$ cat src/sv/bdlp_pkg.sv
// types, constants and register codes for the button debouncer with long press
// no dependencies
package bdlp_pkg;

  localparam int TIME_BITS     = 32;
  localparam int DBNC_BITS     = 16;
  localparam int LONG_BITS     = 16;
  localparam int BTN_BITS      = 3;
  localparam int CFG_ADDR_BITS = 2;
  localparam int CFG_DATA_BITS = 16;
  localparam int IN_DATA_BITS  = 40;
  localparam int OUT_DATA_BITS = 8;

  localparam logic [DBNC_BITS-1:0] DBNC_RESET = DBNC_BITS'(20);
  localparam logic [LONG_BITS-1:0] LONG_RESET = LONG_BITS'(1000);
  localparam logic [BTN_BITS-1:0]  BTN_RESET  = '0;

  typedef enum logic [1:0] {
    EV_NONE  = 2'd0,
    EV_SHORT = 2'd1,
    EV_LONG  = 2'd2
  } event_t;

  typedef enum logic [CFG_ADDR_BITS-1:0] {
    CFG_DEBOUNCE = 2'd0,
    CFG_LONG     = 2'd1,
    CFG_BUTTON   = 2'd2
  } cfg_idx_t;

  typedef enum logic {
    FUNC_POLL = 1'b0,
    FUNC_EDGE = 1'b1
  } func_t;

  typedef struct packed {
    logic [DBNC_BITS-1:0] debounce_time;
    logic [LONG_BITS-1:0] long_press_time;
    logic [BTN_BITS-1:0]  button_id;
  } cfg_t;

  typedef struct packed {
    func_t                func;
    logic                 pin_level;
    logic [TIME_BITS-1:0] now_ms;
  } item_t;

  typedef struct packed {
    event_t              event_res;
    logic [BTN_BITS-1:0] event_button;
    logic                held;
  } result_t;

endpackage

$ cat src/sv/bdlp_cfg.sv
// configuration registers: debounce time, long press time, button number
// depends on bdlp_pkg
module bdlp_cfg (
  input  logic                              clk,
  input  logic                              rst_n,
  input  logic                              cfg_we,
  input  logic [bdlp_pkg::CFG_ADDR_BITS-1:0] cfg_addr,
  input  logic [bdlp_pkg::CFG_DATA_BITS-1:0] cfg_wdata,
  output bdlp_pkg::cfg_t                    cfg
);
  import bdlp_pkg::*;

  cfg_t cfg_r, cfg_nxt;

  always_comb begin
    cfg_nxt = cfg_r;
    if (cfg_we) begin
      case (cfg_idx_t'(cfg_addr))
        CFG_DEBOUNCE: cfg_nxt.debounce_time   = cfg_wdata[DBNC_BITS-1:0];
        CFG_LONG:     cfg_nxt.long_press_time = cfg_wdata[LONG_BITS-1:0];
        CFG_BUTTON:   cfg_nxt.button_id       = cfg_wdata[BTN_BITS-1:0];
        default:      cfg_nxt = cfg_r;
      endcase
    end
  end

  always_ff @(posedge clk) begin
    if (!rst_n) begin
      cfg_r.debounce_time   <= DBNC_RESET;
      cfg_r.long_press_time <= LONG_RESET;
      cfg_r.button_id       <= BTN_RESET;
    end else begin
      cfg_r <= cfg_nxt;
    end
  end

  assign cfg = cfg_r;

endmodule

$ cat src/sv/bdlp_core.sv
// debounce and long press state with its combinational update logic
// depends on bdlp_pkg
module bdlp_core (
  input  logic              clk,
  input  logic              rst_n,
  input  logic              step,
  input  bdlp_pkg::item_t   item,
  input  bdlp_pkg::cfg_t    cfg,
  output bdlp_pkg::result_t res
);
  import bdlp_pkg::*;

  logic                 held_r, held_nxt;
  logic                 dbnc_r, dbnc_nxt;
  logic                 long_r, long_nxt;
  logic [TIME_BITS-1:0] bounce_start_r, bounce_start_nxt;
  logic [TIME_BITS-1:0] press_start_r, press_start_nxt;

  logic [TIME_BITS-1:0] bounce_el;
  logic [TIME_BITS-1:0] press_el;
  logic                 bounce_done;
  logic                 press_done;
  event_t               ev;

  assign bounce_el   = item.now_ms - bounce_start_r;
  assign press_el    = item.now_ms - press_start_r;
  assign bounce_done = bounce_el >= TIME_BITS'(cfg.debounce_time);
  assign press_done  = press_el >= TIME_BITS'(cfg.long_press_time);

  always_comb begin
    held_nxt         = held_r;
    dbnc_nxt         = dbnc_r;
    long_nxt         = long_r;
    bounce_start_nxt = bounce_start_r;
    press_start_nxt  = press_start_r;
    ev               = EV_NONE;
    if (item.func == FUNC_EDGE) begin
      if (!held_r && !dbnc_r) begin
        dbnc_nxt         = 1'b1;
        bounce_start_nxt = item.now_ms;
      end
    end else if (!held_r) begin
      if (!dbnc_r) begin
        if (!item.pin_level) begin
          dbnc_nxt         = 1'b1;
          bounce_start_nxt = item.now_ms;
        end
      end else if (!item.pin_level) begin
        if (bounce_done) begin
          dbnc_nxt        = 1'b0;
          held_nxt        = 1'b1;
          long_nxt        = 1'b0;
          press_start_nxt = item.now_ms;
        end
      end else begin
        dbnc_nxt = 1'b0;
      end
    end else begin
      if (!long_r && press_done) begin
        long_nxt = 1'b1;
        ev       = EV_LONG;
      end
      if (!dbnc_r) begin
        if (item.pin_level) begin
          dbnc_nxt         = 1'b1;
          bounce_start_nxt = item.now_ms;
        end
      end else if (item.pin_level) begin
        if (bounce_done) begin
          dbnc_nxt = 1'b0;
          held_nxt = 1'b0;
          if (!long_nxt) ev = EV_SHORT;
        end
      end else begin
        dbnc_nxt = 1'b0;
      end
    end
  end

  always_ff @(posedge clk) begin
    if (!rst_n) begin
      held_r <= 1'b0;
      dbnc_r <= 1'b0;
      long_r <= 1'b0;
    end else if (step) begin
      held_r <= held_nxt;
      dbnc_r <= dbnc_nxt;
      long_r <= long_nxt;
    end
  end

  always_ff @(posedge clk) begin
    if (step) begin
      bounce_start_r <= bounce_start_nxt;
      press_start_r  <= press_start_nxt;
    end
  end

  assign res.event_res    = ev;
  assign res.event_button = (ev != EV_NONE) ? cfg.button_id : '0;
  assign res.held         = held_nxt;

endmodule

$ cat src/sv/button_debounce_long_press.sv
// top level: input register, debounce core, result register and config port
// depends on bdlp_pkg, bdlp_cfg, bdlp_core
//
//  port group  direction  request holds
//  in_*        slave      tuser: func; tdata: pin_level, now_ms
//  out_*       master     tdata: event_res, event_button, held
//  cfg_*       write      one register per write, no read-back
//
// one request per cycle while the result register is not stalled
// from acceptance to result the path is input register, state update and compare logic, result register
// synchronous reset clears flags and config to defaults, no clearing pass
// a stalled result holds the input register, which keeps taking requests once empty
module button_debounce_long_press (
  input  logic                                clk,
  input  logic                                rst_n,
  input  logic                                in_tvalid,
  output logic                                in_tready,
  input  logic [bdlp_pkg::IN_DATA_BITS-1:0]   in_tdata,  // pin_level, now_ms, zero pad
  input  logic                                in_tuser,  // func
  output logic                                out_tvalid,
  input  logic                                out_tready,
  output logic [bdlp_pkg::OUT_DATA_BITS-1:0]  out_tdata, // event_res, event_button, held, pad
  input  logic                                cfg_we,
  input  logic [bdlp_pkg::CFG_ADDR_BITS-1:0]  cfg_addr,
  input  logic [bdlp_pkg::CFG_DATA_BITS-1:0]  cfg_wdata
);
  import bdlp_pkg::*;

  localparam int RES_BITS = $bits(result_t);

  cfg_t    cfg;
  item_t   item_r, item_nxt;
  logic    in_v_r, in_v_nxt;
  result_t res;
  result_t res_r;
  logic    out_v_r, out_v_nxt;
  logic    step;
  logic    in_fire;

  bdlp_cfg u_cfg (
    .clk       (clk),
    .rst_n     (rst_n),
    .cfg_we    (cfg_we),
    .cfg_addr  (cfg_addr),
    .cfg_wdata (cfg_wdata),
    .cfg       (cfg)
  );

  bdlp_core u_core (
    .clk   (clk),
    .rst_n (rst_n),
    .step  (step),
    .item  (item_r),
    .cfg   (cfg),
    .res   (res)
  );

  assign step      = in_v_r && (!out_v_r || out_tready);
  assign in_tready = !in_v_r || step;
  assign in_fire   = in_tvalid && in_tready;

  always_comb begin
    item_nxt.func      = func_t'(in_tuser);
    item_nxt.pin_level = in_tdata[0];
    item_nxt.now_ms    = in_tdata[TIME_BITS:1];
    in_v_nxt           = in_fire || (in_v_r && !step);
    out_v_nxt          = step || (out_v_r && !out_tready);
  end

  always_ff @(posedge clk) begin
    if (!rst_n) begin
      in_v_r  <= 1'b0;
      out_v_r <= 1'b0;
    end else begin
      in_v_r  <= in_v_nxt;
      out_v_r <= out_v_nxt;
    end
  end

  always_ff @(posedge clk) begin
    if (in_fire) item_r <= item_nxt;
    if (step)    res_r  <= res;
  end

  assign out_tvalid = out_v_r;
  assign out_tdata  = {{(OUT_DATA_BITS-RES_BITS){1'b0}}, res_r.held,
                       res_r.event_button, res_r.event_res};

  // a short press is only reported on release
  a_short_released: assert property (@(posedge clk) disable iff (!rst_n)
    out_v_r && res_r.event_res == EV_SHORT |-> !res_r.held)
    else $error("short press reported while held");

  a_no_event_no_button: assert property (@(posedge clk) disable iff (!rst_n)
    out_v_r && res_r.event_res == EV_NONE |-> res_r.event_button == '0)
    else $error("button number without event");

  a_step_fills_out: assert property (@(posedge clk) disable iff (!rst_n)
    step |=> out_v_r)
    else $error("processed request lost");

  a_stall_holds_in: assert property (@(posedge clk) disable iff (!rst_n)
    in_v_r && out_v_r && !out_tready |=> in_v_r && $stable(item_r))
    else $error("input register changed under stall");

endmodule

$ cat config.mk
export PLATFORM = sky130hd
export DESIGN_NAME = button_debounce_long_press
export DESIGN_NICKNAME = d
export VERILOG_FILES = /design/src/sv/bdlp_pkg.sv /design/src/sv/bdlp_cfg.sv /design/src/sv/bdlp_core.sv /design/src/sv/button_debounce_long_press.sv
export SDC_FILE = /design/constraint.sdc
export NUM_CORES = 1
export LEC_CHECK = 0
export BUFFER_PORTS_ARGS = -buffer_cell sky130_fd_sc_hd__buf_4
export CAP_MARGIN = 20
export CORE_ASPECT_RATIO = 0.8
export CORE_UTILIZATION = 46
export DETAILED_ROUTE_END_ITERATION = 8
export GPL_TIMING_DRIVEN = 0
export HOLD_SLACK_MARGIN = 0.02
export MAX_ROUTING_LAYER = met4
export PLACE_DENSITY = 0.74
export SYNTH_ARGS = -nofsm -noshare
export SYNTH_HDL_FRONTEND = slang
export SYNTH_SLANG_ARGS = --single-unit
$ cat constraint.sdc
create_clock -name clk -period 5.2 [get_ports clk]
set_input_delay 0.26 -clock clk [delete_from_list [all_inputs] [get_ports clk]]
set_output_delay 0.26 -clock clk [all_outputs]
set_load 0.05 [all_outputs]
==> metrics.csv <==
stage;metric;value;unit
global_route;vias in the first global route;6975;
detailed_routing;initial DRC count;610;
setup_path;Reg-to-Reg End;out_tdata[3]$_SDFFCE_PN0P_;
synthesis;post-synthesis sequential area ratio;0.414;
global_route;met1 Use GR;0.328;
setup_path;Most Frequent Cell on Critical Path;a21oi_1;
synthesis;Warnings, synthesis;0;
setup_path;startpoint types;flip-flop;
setup_path;critical path's slowest cell;edfxtp_1;
clocking;TritonCTS buffer count;17;
global_route;GRT Total Usage;0.229;
final_layout;Fillers;1788;
floorplan;Ports;74;
global_route;met3 Usage GRT;0.0401;
synthesis;FFs w/ async S/R, synth;0;
global_route;pin count of the biggest net entering global routing;33;
detailed_routing;WL/cell;16.7;um
clocking;root buffer cell;clkbuf_16;
final_layout;P&R area growth vs syn;19.9;%
detailed_routing;via count of the routed design;7721;
final_layout;Finished Cell Area;11400;um^2
floorplan;chip height;130;um
setup_path;critical path arrival;5.18;ns
flow_run;Max Cap Viol;0;
synthesis;Post-Synthesis Cells;994;
outcome;status;completed;
timing;fin crit share;0.966;
final_layout;layout cells sized above 1;0.130;
timing;Max Slew Vio Count;0;
placed_design;placed insts;1325;
power_and_ir_drop;VDD IR max;0.223;mV
setup_path;kind of critical path;reg -> reg;
placed_design;Post-DP HPWL;17500;um
timing;hold slack;0.0763;ns
synthesis;EDFF count, synth;104;
floorplan;Core ar.;20000;um^2
timing;Max Freq;199;MHz
global_route;first-pass GRT wire length;36100;um
timing;Max-slew headroom;0.353;
clocking;worst skew pair latency;0.43;ns
timing;clock skew;0.0121;ns
setup_path;crit path cell chain;ha_1 > a21o_1 > a21oi_1 > nand2_1 > a21o_1 > a21oi_1 > xnor2_1 > ha_1 > and3_1 > a221oi_1 > o31ai_1 > a41o_1 > o211ai_1 > o2111ai_1 > nor4_2 > nand4_1 > buf_4 > nor4_4 > a21oi_1;
global_route;Most Crowded Layer GR;met2;
setup_path;Worst Path Max Fanout;5;
synthesis;top cells by count, synth;121 x nand2_1, 109 x inv_1, 104 x edfxtp_1;
setup_path;Top delay family on crit path;compound AO/OA/AOI/OAI gates;
synthesis;Mean Syn Cell Area;9.54;um^2
floorplan;row cnt;46;
final_layout;NumNets Final;1282;
timing;Hold Violations, Final;0;
detailed_routing;TritonRoute pass-1 iters;5;
worst_hold_path;worst min path class;in -> reg;
clocking;clock sink total;144;
synthesis;Cell Area, Synth;9480;um^2
detailed_routing;Final ANT Viol Nets;0;
setup_path;R2R setup slack;0.17;ns
timing;setup TNS;0;ns
timing;Slew @ Worst Pin;0.967;ns
setup_path;Buf+Inv Stages, Crit Path;1;
timing;post-route minimum period;5.03;ns
timing;Final Setup Violations;0;
floorplan;initial core utilization;0.473;
placed_design;PortBufs;64;
detailed_routing;Routed WL;23300;um
power_and_ir_drop;PwrDens;271;nW/um^2
setup_path;cell count along the critical path;19;
setup_path;Largest stage delay, worst path;0.45;ns
synthesis;synth unique cells;70;
synthesis;most common cell in the netlist;nand2_1;
floorplan;die width;162;um
global_route;total gr overflow;0;
synthesis;Post-synth top flop;edfxtp_1;
setup_path;CP required;5.36;ns
final_layout;post-layout util;0.568;
clocking;Clock Path Buffers;2;
global_route;met2 Usage GRT;0.329;
detailed_routing;Via density;5.52;
final_layout;Register Area;3920;um^2
floorplan;DIE AREA;21200;um^2
setup_path;reg2reg start;item_r[3]$_DFFE_PP_;
global_route;antenna violations before repair;0;
synthesis;Synth area leaders;edfxtp_1 33%, ha_1 12%, dfxtp_1 8.4%;
setup_path;Crit. End Element;flip-flop;
setup_path;reg2reg path depth;19;
clocking;Worst-path clk slew;0.07;ns
detailed_routing;DR DRC count;0;
final_layout;Multi-input gate area;5100;um^2
synthesis;Yosys top cell area share;0.330;
timing;RSZ-0062 raised after global routing;no;
placed_design;GPL Wtd Cong;0.924;
setup_path;Worst Setup EP;out_tdata[3]$_SDFFCE_PN0P_;
final_layout;Antenna Cells;0;
clocking;CTS tree;yes;
placed_design;Placed Area;10300;um^2
synthesis;FF+latch count, synth;144;
clocking;number of H-tree levels;4;
power_and_ir_drop;Pleak;0.00472;uW
synthesis;post-synth top area cell;edfxtp_1;
setup_path;Worst Setup SP;item_r[3]$_DFFE_PP_;
final_layout;Post-Layout Cell Count;1399;
[repair_timing]
action | 4_1_cts | 5_1_grt
endpoints found under the setup margin | 38 | 38
cloned | 0 | 2
buffers inserted | 0 | 5
hold endpoints to repair | 34 | 0
hold buffers | 34 | 0
resized for setup | 4 | 8
pin swaps | 0 | 5
[registers in the layout, summed over array words and instances (netlist names)]
signal                 flops
u_core.bounce_start_r     32
item_r                    34
out_tdata                  6
u_core.dbnc_r              1
u_cfg.cfg                 35
u_core.press_start_r      32
u_core.held_r              1
u_core.long_r              1
in_v_r                     1
out_tvalid                 1
[per-stage QoR]
step                power, uW  setup slack [ns]
global route             3220           0.00572
finish                   3080             0.175
CTS                      3090            0.0609
floorplan                1740             0.546
global placement         1900            -0.636
detailed placement       1910            -0.441
[area by class of cell]
cell class | count | share of cell area
Buffer | 28 | 0.0116
Clock inverter | 14 | 0.00858
Multi-Input combinational cell | 716 | 0.449
Timing Repair Buffer | 106 | 0.0812
Clock buffer | 18 | 0.0396
Sequential cell | 144 | 0.345
Inverter | 109 | 0.0360
Tap cell | 264 | 0.0291
[cell families (layout without fill, tap and decap cells)]
logic type | Yosys count | in the layout | synth area share
adder cells (fa/ha/maj) | 96 | 96 | 0.128
buffers and inverters | 137 | 275 | 0.0570
XOR/XNOR | 48 | 48 | 0.0444
multiplexers | 9 | 9 | 0.00977
AO/OA/AOI/OAI | 280 | 280 | 0.206
AND/OR/NAND/NOR | 279 | 281 | 0.140
other | 1 | 2 | 0.000396
flip-flops | 144 | 144 | 0.414
[how the worst min path moves through the flow]
stage / from / endpoint / slack (ns) / cells past startpoint
6_report: cfg_wdata[7] / u_cfg.cfg[10]$_SDFFE_PN1P_ / 0.08 / 3
4_1_cts: cfg_wdata[7] / u_cfg.cfg[10]$_SDFFE_PN1P_ / 0.06 / 3
5_1_grt: cfg_wdata[7] / u_cfg.cfg[10]$_SDFFE_PN1P_ / 0.07 / 3
3_3_place_gp: in_tdata[20] / item_r[19]$_DFFE_PP_ / 0.44 / 1
3_5_place_dp: in_tuser / item_r[33]$_DFFE_PP_ / 0.44 / 1
2_1_floorplan: in_tdata[1] / item_r[0]$_DFFE_PP_ / 0.36 / 0
[placed cells by master, fill, tap and decap left out, types with 10 or more instances in the layout]
cell type and instances:
buf_4 70, a21boi_0 26, nor2b_1 12, nor3_1 11, clkbuf_16 18, nand3_1 19, clkbuf_1 18, a21oi_1 72
o211ai_1 20, nor2_1 49, nand2b_1 10, a21o_1 28, dfxtp_1 40, o21a_1 13, dlygate4sd3_1 34, nand4_1 16
inv_1 109, edfxtp_1 104, xor2_1 22, o21ai_0 32, xnor2_1 25, a211oi_1 14, ha_1 94, nand2_1 121
[worst register-to-register path, delay by kind of cell (launching register included)]
kind | cells | cell delay, ns
adder cells (fa/ha/maj) | 2 | 0.73
buffers and inverters | 1 | 0.18
flip-flops | 1 | 0.45
XOR/XNOR | 1 | 0.23
AND/OR/NAND/NOR | 5 | 1.13
AO/OA/AOI/OAI | 10 | 2.02
[report_power, final]
group | internal, uW | switching [uW]
clock network | 642 | 512
registers | 1280 | 30.3
logic | 262 | 358
[per-layer routing]
metal  vias to the layer above  routed length, um
met2                       224               9570
met5                         -                  0
met4                         0                271
li1                       3858                  -
met1                      3614              12200
met3                        25               1220
(Power assumes the default switching activity.)
